$ cat src/hdl/spc_pkg.sv
// Shared types, constants and helper functions for the shutter position controller.
// No dependencies; every other file in hdl/ imports this package.
package spc_pkg;

  // Level scale: 0 is fully open, LEVEL_TOP is fully closed.
  localparam int LEVEL_TOP        = 100;
  localparam int TICKS_PER_SECOND = 1000;
  localparam int LEVEL_TICKS      = TICKS_PER_SECOND / LEVEL_TOP;

  // Field widths.
  localparam int CMD_W   = 3;
  localparam int VALUE_W = 8;
  localparam int DIR_W   = 2;
  localparam int KIND_W  = 3;
  localparam int LEVEL_W = 7;
  localparam int TIME_W  = 8;
  localparam int DELAY_W = 10;
  localparam int WAIT_W  = 12;
  localparam int PROD_W  = TIME_W + $clog2(LEVEL_TICKS + 1);

  // Configuration port.
  localparam int CFG_INDEX_W = 3;
  localparam int CFG_DATA_W  = 10;

  // Reset values.
  localparam int SHUT_SNAP_RESET     = 90;
  localparam int OPEN_SNAP_RESET     = 10;
  localparam int START_DELAY_RESET   = 50;
  localparam int DEFAULT_TRAVEL_TIME = 30;
  localparam int RESET_STEP_PERIOD   = 100;
  localparam int PERIOD_MAX          = 4095;

  // Start directions.
  localparam logic [DIR_W-1:0] DIR_CLOSE  = 2'd0;
  localparam logic [DIR_W-1:0] DIR_OPEN   = 2'd1;
  localparam logic [DIR_W-1:0] DIR_TOGGLE = 2'd2;

  typedef enum logic [CMD_W-1:0] {
    CMD_SET_POS = 3'd0,
    CMD_MOVE_TO = 3'd1,
    CMD_START   = 3'd2,
    CMD_STOP    = 3'd3,
    CMD_STATUS  = 3'd4,
    CMD_TICK    = 3'd5
  } cmd_t;

  typedef enum logic [KIND_W-1:0] {
    EV_NONE         = 3'd0,
    EV_STARTED      = 3'd1,
    EV_STOPPED_OPEN = 3'd2,
    EV_STOPPED_POS  = 3'd3,
    EV_STATUS       = 3'd4
  } evt_t;

  // Motor sub-state sequence.
  typedef enum logic [2:0] {
    STEP_NONE        = 3'd0,
    STEP_START       = 3'd1,
    STEP_NOTIFY_RUN  = 3'd2,
    STEP_RUNNING     = 3'd3,
    STEP_STOP        = 3'd4,
    STEP_NOTIFY_STOP = 3'd5
  } step_t;

  typedef enum logic [CFG_INDEX_W-1:0] {
    CFG_CLOSE_TIME  = 3'd0,
    CFG_OPEN_TIME   = 3'd1,
    CFG_START_DELAY = 3'd2,
    CFG_SHUT_SNAP   = 3'd3,
    CFG_OPEN_SNAP   = 3'd4
  } cfg_index_t;

  typedef struct packed {
    logic [TIME_W-1:0]  close_time;
    logic [TIME_W-1:0]  open_time;
    logic [DELAY_W-1:0] start_delay;
    logic [LEVEL_W-1:0] shut_snap;
    logic [LEVEL_W-1:0] open_snap;
  } cfg_t;

  typedef struct packed {
    logic [CMD_W-1:0]   cmd;
    logic [VALUE_W-1:0] value;
    logic [DIR_W-1:0]   direction;
  } item_t;

  typedef struct packed {
    evt_t               event_kind;
    logic               event_direction;
    logic [LEVEL_W-1:0] report_position;
    logic               motor_on;
    logic               motor_to_open;
    logic               save_position;
  } result_t;

  // Saturate a level to the top of the scale.
  function automatic logic [LEVEL_W-1:0] clamp_level(input logic [VALUE_W-1:0] v);
    if (v > VALUE_W'(LEVEL_TOP)) begin
      return LEVEL_W'(LEVEL_TOP);
    end
    return v[LEVEL_W-1:0];
  endfunction

  // Ticks per level step for a given full travel time, saturated.
  function automatic logic [WAIT_W-1:0] travel_period(input logic [TIME_W-1:0] secs);
    logic [PROD_W-1:0] prod;
    prod = PROD_W'(secs) * PROD_W'(LEVEL_TICKS);
    if (prod > PROD_W'(PERIOD_MAX)) begin
      return WAIT_W'(PERIOD_MAX);
    end
    return WAIT_W'(prod);
  endfunction

endpackage

$ cat src/hdl/spc_if.sv
// Stream interfaces for the command channel and the event channel.
// Depends on spc_pkg for field widths.
interface spc_item_if import spc_pkg::*; ();
  logic               valid;
  logic               ready;
  logic [CMD_W-1:0]   cmd;
  logic [VALUE_W-1:0] value;
  logic [DIR_W-1:0]   direction;

  modport source (output valid, cmd, value, direction, input ready);
  modport sink   (input valid, cmd, value, direction, output ready);
endinterface

interface spc_result_if import spc_pkg::*; ();
  logic               valid;
  logic               ready;
  logic [KIND_W-1:0]  event_kind;
  logic               event_direction;
  logic [LEVEL_W-1:0] report_position;
  logic               motor_on;
  logic               motor_to_open;
  logic               save_position;

  modport source (output valid, event_kind, event_direction, report_position, motor_on,
                  motor_to_open, save_position, input ready);
  modport sink   (input valid, event_kind, event_direction, report_position, motor_on,
                  motor_to_open, save_position, output ready);
endinterface

$ cat src/hdl/spc_cfg.sv
// Configuration register file: travel times, start delay and snap thresholds.
// Depends on spc_pkg.
module spc_cfg import spc_pkg::*; (
  input  logic                   clk,
  input  logic                   rst,
  input  logic                   write,
  input  logic [CFG_INDEX_W-1:0] index,
  input  logic [CFG_DATA_W-1:0]  data,
  output cfg_t                   cfg
);

  cfg_t regs;

  // Register writes; unknown indexes are dropped
  always_ff @(posedge clk) begin
    if (rst) begin
      regs.close_time  <= TIME_W'(DEFAULT_TRAVEL_TIME);
      regs.open_time   <= TIME_W'(DEFAULT_TRAVEL_TIME);
      regs.start_delay <= DELAY_W'(START_DELAY_RESET);
      regs.shut_snap   <= LEVEL_W'(SHUT_SNAP_RESET);
      regs.open_snap   <= LEVEL_W'(OPEN_SNAP_RESET);
    end else if (write) begin
      case (cfg_index_t'(index))
        CFG_CLOSE_TIME:  regs.close_time  <= data[TIME_W-1:0];
        CFG_OPEN_TIME:   regs.open_time   <= data[TIME_W-1:0];
        CFG_START_DELAY: regs.start_delay <= data[DELAY_W-1:0];
        CFG_SHUT_SNAP:   regs.shut_snap   <= data[LEVEL_W-1:0];
        CFG_OPEN_SNAP:   regs.open_snap   <= data[LEVEL_W-1:0];
        default: ;
      endcase
    end
  end

  assign cfg = regs;

endmodule

$ cat src/hdl/spc_ctrl.sv
// Shutter control state and its one-item update: position estimate, target,
// motor step sequence and relay drive. Depends on spc_pkg.
module spc_ctrl import spc_pkg::*; (
  input  logic    clk,
  input  logic    rst,
  input  logic    fire,
  input  item_t   item,
  input  cfg_t    cfg,
  output result_t res
);

  // State registers
  logic               running;
  step_t              step;
  logic [LEVEL_W-1:0] cur;
  logic [LEVEL_W-1:0] tgt;
  logic               toggle;
  logic               to_open;
  logic               drive_on;
  logic [WAIT_W-1:0]  wait_cnt;
  logic [WAIT_W-1:0]  period;

  logic               running_next;
  step_t              step_next;
  logic [LEVEL_W-1:0] cur_next;
  logic [LEVEL_W-1:0] tgt_next;
  logic               toggle_next;
  logic               to_open_next;
  logic               drive_on_next;
  logic [WAIT_W-1:0]  wait_cnt_next;
  logic [WAIT_W-1:0]  period_next;

  // Working signals of the update
  logic               close_dir;
  logic               do_move;
  logic [LEVEL_W-1:0] move_tgt;
  logic               do_stop;
  logic               do_seq;
  logic               run_level;
  logic               stop_seq;
  logic               launch;
  logic               launch_open;
  logic [LEVEL_W-1:0] lvl;
  logic               reach;
  logic [WAIT_W-1:0]  delay;

  assign delay = WAIT_W'(cfg.start_delay);

  always_ff @(posedge clk) begin
    if (rst) begin
      running  <= 1'b0;
      step     <= STEP_NONE;
      cur      <= '0;
      tgt      <= '0;
      toggle   <= 1'b0;
      to_open  <= 1'b0;
      drive_on <= 1'b0;
      wait_cnt <= '0;
      period   <= WAIT_W'(RESET_STEP_PERIOD);
    end else if (fire) begin
      running  <= running_next;
      step     <= step_next;
      cur      <= cur_next;
      tgt      <= tgt_next;
      toggle   <= toggle_next;
      to_open  <= to_open_next;
      drive_on <= drive_on_next;
      wait_cnt <= wait_cnt_next;
      period   <= period_next;
    end
  end

  always_comb begin
    running_next  = running;
    step_next     = step;
    cur_next      = cur;
    tgt_next      = tgt;
    toggle_next   = toggle;
    to_open_next  = to_open;
    drive_on_next = drive_on;
    wait_cnt_next = wait_cnt;
    period_next   = period;

    res.event_kind      = EV_NONE;
    res.event_direction = 1'b0;
    res.report_position = '0;
    res.save_position   = 1'b0;

    close_dir = 1'b0;
    do_move   = 1'b0;
    move_tgt  = '0;
    do_stop   = 1'b0;
    do_seq    = 1'b0;
    run_level = 1'b0;
    stop_seq  = 1'b0;
    launch    = 1'b0;
    lvl       = cur;
    reach     = 1'b0;

    // Command decode
    case (cmd_t'(item.cmd))
      CMD_SET_POS: cur_next = clamp_level(item.value);
      CMD_MOVE_TO: begin
        do_move  = 1'b1;
        move_tgt = clamp_level(item.value);
      end
      CMD_START: begin
        if (item.direction == DIR_TOGGLE) begin
          close_dir = !toggle;
        end else begin
          close_dir = (item.direction == DIR_CLOSE);
        end
        do_move = 1'b1;
        // Snap the position estimate back to the snap threshold when starting past it
        if (close_dir) begin
          if (cur > cfg.shut_snap) begin
            cur_next = clamp_level(VALUE_W'(cfg.shut_snap));
          end
          toggle_next = 1'b1;
          move_tgt    = LEVEL_W'(LEVEL_TOP);
        end else begin
          if (cur < cfg.open_snap) begin
            cur_next = clamp_level(VALUE_W'(cfg.open_snap));
          end
          toggle_next = 1'b0;
          move_tgt    = '0;
        end
      end
      CMD_STOP: do_stop = 1'b1;
      CMD_STATUS: begin
        res.event_kind      = EV_STATUS;
        res.report_position = cur;
      end
      CMD_TICK: begin
        if (running) begin
          if (wait_cnt > WAIT_W'(1)) begin
            wait_cnt_next = wait_cnt - WAIT_W'(1);
          end else begin
            wait_cnt_next = '0;
            do_seq        = 1'b1;
          end
        end else begin
          drive_on_next = 1'b0;
        end
      end
      default: ;
    endcase

    // New target; an idle motor starts or settles at once
    if (do_move) begin
      tgt_next = move_tgt;
      if (!running) begin
        if (move_tgt != cur_next) begin
          launch = 1'b1;
        end else begin
          do_stop = 1'b1;
        end
      end
    end

    // Motor sequence step on an expired wait
    if (do_seq) begin
      case (step)
        STEP_START: begin
          drive_on_next = 1'b1;
          wait_cnt_next = delay;
          step_next     = STEP_NOTIFY_RUN;
        end
        STEP_NOTIFY_RUN: begin
          res.event_kind      = EV_STARTED;
          res.event_direction = to_open;
          step_next           = STEP_RUNNING;
          run_level           = 1'b1;
        end
        STEP_RUNNING: run_level = 1'b1;
        STEP_STOP:    stop_seq  = 1'b1;
        STEP_NOTIFY_STOP: begin
          res.event_kind      = (cur != '0) ? EV_STOPPED_POS : EV_STOPPED_OPEN;
          res.report_position = cur;
          running_next        = 1'b0;
          if (cur != tgt) begin
            launch = 1'b1;
          end else begin
            res.save_position = 1'b1;
          end
        end
        default: ;
      endcase
    end

    // One level per poll period toward the target
    if (run_level) begin
      if (cur != tgt) begin
        if (to_open) begin
          lvl         = cur - LEVEL_W'(cur != '0);
          toggle_next = 1'b0;
          reach       = (tgt >= lvl);
        end else begin
          lvl         = (cur < LEVEL_W'(LEVEL_TOP)) ? cur + LEVEL_W'(1) : cur;
          toggle_next = 1'b1;
          reach       = (tgt <= lvl);
        end
        cur_next      = lvl;
        wait_cnt_next = period;
        stop_seq      = reach;
      end else begin
        stop_seq = 1'b1;
      end
    end

    // Explicit stop holds position as the target
    if (do_stop) begin
      running_next = 1'b1;
      tgt_next     = cur_next;
    end

    // Relay off and wait before the stopped notice
    if (do_stop || stop_seq) begin
      drive_on_next = 1'b0;
      step_next     = STEP_NOTIFY_STOP;
      wait_cnt_next = delay;
    end

    // Start toward the target: pick direction and poll period
    launch_open = !(tgt_next > cur_next);
    if (launch) begin
      running_next  = 1'b1;
      to_open_next  = launch_open;
      period_next   = travel_period(launch_open ? cfg.open_time : cfg.close_time);
      step_next     = STEP_START;
      wait_cnt_next = delay;
    end

    res.motor_on      = drive_on_next;
    res.motor_to_open = to_open_next;
  end

endmodule

$ cat src/hdl/shutter_position_controller.sv
// Shutter position controller: one command or tick per cycle unless the event
// register stalls, one event per item. An event passes through the stage
// register, then the event register, and a stall can hold it between them.
// Throughput: one item per cycle; the whole state update sits between the stage
// register and the event register, and only a stalled event register holds input.
// Reset (synchronous, active high) clears the pipeline, the control state and
// loads the configuration defaults.
module shutter_position_controller import spc_pkg::*; (
  input  logic                   clk,
  input  logic                   rst,
  spc_item_if.sink               item,
  spc_result_if.source           result,
  input  logic                   cfg_write,
  input  logic [CFG_INDEX_W-1:0] cfg_index,
  input  logic [CFG_DATA_W-1:0]  cfg_data
);

  cfg_t    cfg;
  item_t   stage;
  logic    stage_valid;
  logic    out_valid;
  result_t out_reg;
  result_t res;
  logic    slot_free;
  logic    advance;

  spc_cfg u_cfg (
    .clk   (clk),
    .rst   (rst),
    .write (cfg_write),
    .index (cfg_index),
    .data  (cfg_data),
    .cfg   (cfg)
  );

  // Event register is free when empty or its event leaves this cycle
  assign slot_free  = !out_valid || result.ready;
  assign advance    = stage_valid && slot_free;
  assign item.ready = !stage_valid || slot_free;

  // Input stage register
  always_ff @(posedge clk) begin
    if (rst) begin
      stage_valid <= 1'b0;
    end else if (item.ready) begin
      stage_valid <= item.valid;
    end
  end

  always_ff @(posedge clk) begin
    if (item.valid && item.ready) begin
      stage.cmd       <= item.cmd;
      stage.value     <= item.value;
      stage.direction <= item.direction;
    end
  end

  spc_ctrl u_ctrl (
    .clk  (clk),
    .rst  (rst),
    .fire (advance),
    .item (stage),
    .cfg  (cfg),
    .res  (res)
  );

  // Event register
  always_ff @(posedge clk) begin
    if (rst) begin
      out_valid <= 1'b0;
    end else if (slot_free) begin
      out_valid <= stage_valid;
    end
  end

  always_ff @(posedge clk) begin
    if (advance) begin
      out_reg <= res;
    end
  end

  assign result.valid           = out_valid;
  assign result.event_kind      = out_reg.event_kind;
  assign result.event_direction = out_reg.event_direction;
  assign result.report_position = out_reg.report_position;
  assign result.motor_on        = out_reg.motor_on;
  assign result.motor_to_open   = out_reg.motor_to_open;
  assign result.save_position   = out_reg.save_position;

endmodule

$ cat src/flat_wrapper.sv
// flat-port wrapper written by rule: the top's interface ports become plain ports
module shutter_position_controller_flat import spc_pkg::*;
  (clk, rst, cfg_write, cfg_index, cfg_data, item_valid, item_cmd, item_value, item_direction, item_ready, result_valid, result_event_kind, result_event_direction, result_report_position, result_motor_on, result_motor_to_open, result_save_position, result_ready);
  spc_item_if item_i ();
  spc_result_if result_i ();
  input  logic clk;
  input  logic rst;
  input  logic cfg_write;
  input  logic [CFG_INDEX_W-1:0] cfg_index;
  input  logic [CFG_DATA_W-1:0] cfg_data;
  input wire logic [$bits(item_i.valid)-1:0] item_valid;
  input wire logic [$bits(item_i.cmd)-1:0] item_cmd;
  input wire logic [$bits(item_i.value)-1:0] item_value;
  input wire logic [$bits(item_i.direction)-1:0] item_direction;
  output wire logic [$bits(item_i.ready)-1:0] item_ready;
  output wire logic [$bits(result_i.valid)-1:0] result_valid;
  output wire logic [$bits(result_i.event_kind)-1:0] result_event_kind;
  output wire logic [$bits(result_i.event_direction)-1:0] result_event_direction;
  output wire logic [$bits(result_i.report_position)-1:0] result_report_position;
  output wire logic [$bits(result_i.motor_on)-1:0] result_motor_on;
  output wire logic [$bits(result_i.motor_to_open)-1:0] result_motor_to_open;
  output wire logic [$bits(result_i.save_position)-1:0] result_save_position;
  input wire logic [$bits(result_i.ready)-1:0] result_ready;
  assign item_i.valid = item_valid;
  assign item_i.cmd = item_cmd;
  assign item_i.value = item_value;
  assign item_i.direction = item_direction;
  assign item_ready = item_i.ready;
  assign result_valid = result_i.valid;
  assign result_event_kind = result_i.event_kind;
  assign result_event_direction = result_i.event_direction;
  assign result_report_position = result_i.report_position;
  assign result_motor_on = result_i.motor_on;
  assign result_motor_to_open = result_i.motor_to_open;
  assign result_save_position = result_i.save_position;
  assign result_i.ready = result_ready;
  shutter_position_controller u_core (.clk(clk), .rst(rst), .item(item_i), .result(result_i), .cfg_write(cfg_write), .cfg_index(cfg_index), .cfg_data(cfg_data));
endmodule
$ cat config.mk
export PLATFORM = sky130hd
export DESIGN_NAME = shutter_position_controller_flat
export DESIGN_NICKNAME = d
export VERILOG_FILES = /design/src/hdl/spc_pkg.sv /design/src/hdl/spc_if.sv /design/src/hdl/spc_cfg.sv /design/src/hdl/spc_ctrl.sv /design/src/hdl/shutter_position_controller.sv /design/src/flat_wrapper.sv
export SDC_FILE = /design/constraint.sdc
export NUM_CORES = 1
export LEC_CHECK = 0
export CELL_PAD_IN_SITES_DETAIL_PLACEMENT = 1
export CELL_PAD_IN_SITES_GLOBAL_PLACEMENT = 2
export CORE_MARGIN = 2
export CORE_UTILIZATION = 39
export DETAILED_ROUTE_END_ITERATION = 10
export DONT_BUFFER_PORTS = 1
export GPL_TIMING_DRIVEN = 0
export PLACE_DENSITY = 0.85
export REMOVE_ABC_BUFFERS = 1
export SYNTH_ARGS = -nofsm -noshare
export SYNTH_HDL_FRONTEND = slang
export SYNTH_SLANG_ARGS = --single-unit
$ cat constraint.sdc
create_clock -name clk -period 9.5 [get_ports clk]
set_input_delay 0.95 -clock clk [delete_from_list [all_inputs] [get_ports clk]]
set_output_delay 0.95 -clock clk [all_outputs]
set_load 0.05 [all_outputs]
==> impl_summary.log <==
INFO  metric layout.nets = 980
INFO  metric h-tree-depth = 4
INFO  metric cts_setup_buffers = 0
INFO  metric core_region_area = slightly below 20000 µm²
INFO  metric grt_pass1_vias = around 7000
INFO  metric worst_setup_hold_path_clk_slew = about 0.070 ns
INFO  metric portBuffers = 0
INFO  metric grt_overflow_total = 0
INFO  metric clock_power_share = between 40% and 50%
INFO  metric antenna_violating_nets_post_route = 0
INFO  metric p_sw_share = 32.28%
INFO  metric synth-async-reset-ratio = 0%
INFO  metric dr_total_vias = ~7000
INFO  metric synth_enable_flop_cells = 27
INFO  metric mapped_avg_cell_area = approximately 8.2 µm²
INFO  metric hold_violations = 0
INFO  metric status = complete, no violations
INFO  metric number_of_register_bits_inferred_by_synthesis = between 100 and 150
INFO  metric route.detailed.drc = 0
INFO  metric cts_num_sinks = between 100 and 150
INFO  metric drv_slew = 0
INFO  metric worstHoldStart = u_core.u_cfg.cfg[37]
INFO  metric initial_antenna_violation_count = 0
INFO  metric holdBufCountCts = 0
INFO  metric globalRouteTotalUtil = about a quarter
INFO  metric grt_first_pass_wirelength = between 30000 and 40000 µm
INFO  metric cts_resized = 0
INFO  metric rrSetupSlack = ~0.77 ns
INFO  metric mappedNetlistArea = between 7000 and 8000 µm²
INFO  metric fillers = 2326
INFO  metric worstHoldPathCells = 2
INFO  metric pin_count_of_the_biggest_net_entering_global_routing = slightly above 50
INFO  metric drv_cap = 0
INFO  metric synth_sequential_area_ratio = about a third
INFO  metric layout_common_cells = 120 x nand2_1, 98 x a21oi_1, 86 x nor2_1, 86 x dfxtp_1, 52 x ha_1
INFO  metric post_synth_inst_count = 930
INFO  metric routedWlPerCell = just over 20 µm
INFO  metric area_grow_syn2layout = 9.511%
INFO  metric leakage = between 3 and 4 nW
INFO  metric net-switching-power = 0.0004601 W
INFO  metric ys_types = between 70 and 80
INFO  metric clock_tree_from_tritoncts = yes
INFO  metric remaining_max_slew_budget_at_the_tightest_pin = under 10%
INFO  metric r2r_cells = 27
INFO  metric final_core_util = between 40 and 50%
INFO  metric synth.top_cell.area_share = between 20 and 25%
INFO  metric starting_density_of_the_core = just under 40%
INFO  metric post_route_total_power = 0.001425 W
INFO  metric number_of_buffers_between_clock_root_and_the_deepest_sink = 2
INFO  metric detail_route.iter0.violations = around 470
INFO  metric root_buffer = clkbuf_16
INFO  metric timing.rr.end = u_core.u_ctrl.period[10]
INFO  metric io_pins = 47
INFO  metric seqPwrFrac = 38.7%
INFO  metric cp_startpoint_kind = flop
INFO  metric destination_of_the_worst_hold_path = u_core.u_cfg.cfg[37]
INFO  metric die_area = just over 20000 µm²
INFO  metric worstSetupEndpointType = flop
INFO  metric power_frac_comb = approximately 17%
INFO  metric layout-drive-gt1-share = roughly 8%
INFO  metric grt_setup_unrepaired = false
INFO  metric internal_power = roughly 0.00097 W
INFO  metric yosys_warnings = 0
INFO  metric hold_path_class = reg2reg
INFO  metric layout.cells.most_common = nand2_1
INFO  metric worstSkewPairLatency = 0.43 ns
INFO  metric setup_viol = 0
INFO  metric clock_skew = between 0.01 and 0.015 ns
INFO  metric fp-row-count = 51
INFO  metric die_height = around 140 µm
INFO  metric via_per_inst = 5.928
INFO  metric origin_of_the_critical_flop_to_flop_path = u_core.u_ctrl.cur[5]
INFO  metric post-route-period-util = about 92%
INFO  metric fin_tns_setup = 0 ns
INFO  metric dp.final_hpwl = 16940 µm
INFO  metric floorplan.die.width = 143.6 µm
INFO  metric yosys_most_used_dff = dfxtp_1
INFO  metric stdcell_count = roughly 1200
INFO  metric max-vdd-ir-drop = around 0.00013 V
INFO  metric cts_inserted_buffers = 17
INFO  metric worstPathRequired = between 9 and 10 ns
INFO  metric antenna_cells = 0
INFO  metric drt_wl_total = 24180 µm
INFO  metric drt-pass1-iter-count = 5
INFO  metric place.gp.congestion = ~0.87
INFO  metric synth_largest_area_cell = dfxtp_1
INFO  metric crit_type = reg2reg
INFO  metric highest_clock_rate = about 110 MHz
INFO  metric placed_instance_count = 1142
INFO  metric power.density = roughly 170 nW/µm²
INFO  metric cp_max_fo = 20
INFO  metric synthTopCellsByArea = dfxtp_1 23%, edfxtp_1 11%, ha_1 8.6%
INFO  metric tightest_slew = about 1.4 ns
INFO  metric timing.final.crit_period = ~8.7 ns
INFO  metric worst_ep_arrival_time = 9.09 ns
==> Yosys cell counts, types with 8 or more instances <==
cell,instances
a211oi_1,14
a21o_1,16
a21oi_1,98
buf_1,8
clkbuf_1,41
dfxtp_1,86
edfxtp_1,27
ha_1,52
inv_1,31
mux2_2,15
mux2i_1,21
nand2_1,120
nand2b_1,11
nand3_1,27
nor2_1,86
nor2b_1,13
nor3_1,14
o211ai_1,23
o21ai_0,51
or3_1,9
xnor2_1,14
xor2_1,12
==> power by group through the flow <==
stage	Clock, W	Combinational (W)	Sequential, W
floorplan	0	0.000177	0.000549
global placement	0	0.000229	0.000561
detailed placement	0	0.000235	0.000561
CTS	0.000649	0.000238	0.000551
global route	0.000667	0.000266	0.000554
finish	0.000636	0.000237	0.000552
==> cells by family (layout without fill, tap and decap cells) <==
kind of cell    Yosys count  in the layout  synth area share, %
simple gates            334            334                21.29
mux                      37             37                5.183
flops                   113            113                33.31
buf+inv                  87             66                4.706
fa+ha+maj                53             53                8.820
compound gates          280            280                23.70
xor+xnor                 26             26                2.995
==> sequential cells by signal (all words and copies together), names as in the netlist <==
signal	cells
u_core.result.event_direction	1
u_core.result.event_kind	3
u_core.result.motor_on	1
u_core.result.motor_to_open	1
u_core.result.report_position	7
u_core.result.save_position	1
u_core.result.valid	1
u_core.stage	13
u_core.stage_valid	1
u_core.u_cfg.cfg	40
u_core.u_ctrl.cur	7
u_core.u_ctrl.drive_on	1
u_core.u_ctrl.period	11
u_core.u_ctrl.running	1
u_core.u_ctrl.step	3
u_core.u_ctrl.tgt	7
u_core.u_ctrl.to_open	1
u_core.u_ctrl.toggle	1
u_core.u_ctrl.wait_cnt	12
==> worst max-delay path: stages (launching register included) <==
cell and delay, ns:
dfxtp_1 0.96, ha_1 0.38, o21ai_0 0.16, o21bai_1 0.11, o21ai_1 0.54, mux2i_1 0.22
o31ai_1 0.28, o2111ai_2 0.25, nor4b_4 0.56, or2_4 0.36, mux2_4 0.32, ha_1 0.29
a21oi_1 0.15, nor2b_1 0.06, o21ai_0 0.14, o21ai_0 0.10, o22ai_1 1.01, mux2_2 0.46
ha_1 0.30, ha_1 0.23, fa_1 0.40, a21o_1 0.20, a21o_1 0.19, a21o_1 0.19
a21oi_1 0.18, xnor2_1 0.08, or3_1 0.31, a21oi_1 0.16
==> how the worst max path moves through the flow <==
stage | from | endpoint | slack, ns | depth (start not counted)
6_report | u_core.u_ctrl.cur[5] | u_core.u_ctrl.period[10] | 0.77 | 27
5_1_grt | u_core.u_ctrl.cur[5] | u_core.u_ctrl.period[10] | 0.32 | 27
4_1_cts | u_core.u_ctrl.cur[5] | u_core.u_ctrl.period[10] | 0.81 | 27
3_5_place_dp | u_core.u_ctrl.cur[5] | u_core.u_ctrl.period[10] | 0.85 | 27
3_3_place_gp | u_core.u_ctrl.cur[5] | u_core.u_ctrl.period[10] | 0.91 | 27
2_1_floorplan | u_core.u_ctrl.cur[5] | u_core.u_ctrl.period[10] | 2.50 | 27
==> per-stage QoR <==
| step | instance area, µm² | setup slack [ns] | hold slack [ns] |
|---|---|---|---|
| floorplan | 7362 | 2.496 | 0.4268 |
| global placement | 7694 | 0.9138 | 0.4384 |
| detailed placement | 7747 | 0.8496 | 0.4473 |
| CTS | 8327 | 0.8144 | 0.4572 |
| global route | 8327 | 0.3180 | 0.4872 |
| finish | 8327 | 0.7689 | 0.4592 |
==> layout make-up <==
type	count	area (µm²)	share of cell area [%]
repair buffers	3	53.80	0.6461
clock inverters	14	128.9	1.548
clock buffers	18	450.4	5.409
well taps	265	331.6	3.982
multi-input cells	730	4713	56.60
flip-flops and latches	113	2532	30.41
inverters	31	116.4	1.397
==> routing by layer <==
layer / part of all wire [%] / track usage [%] / vias up / wire [µm]
met5: 0 / 0 / - / 0
li1: - / - / 3344 / -
met1: 48 / 33.04 / 3410 / 11570
met2: 46 / 39.52 / 178 / 11160
met3: 4.6 / 4.998 / 28 / 1102
met4: 1.4 / 6.502 / 0 / 346
Power figures use the tool's default switching activity.
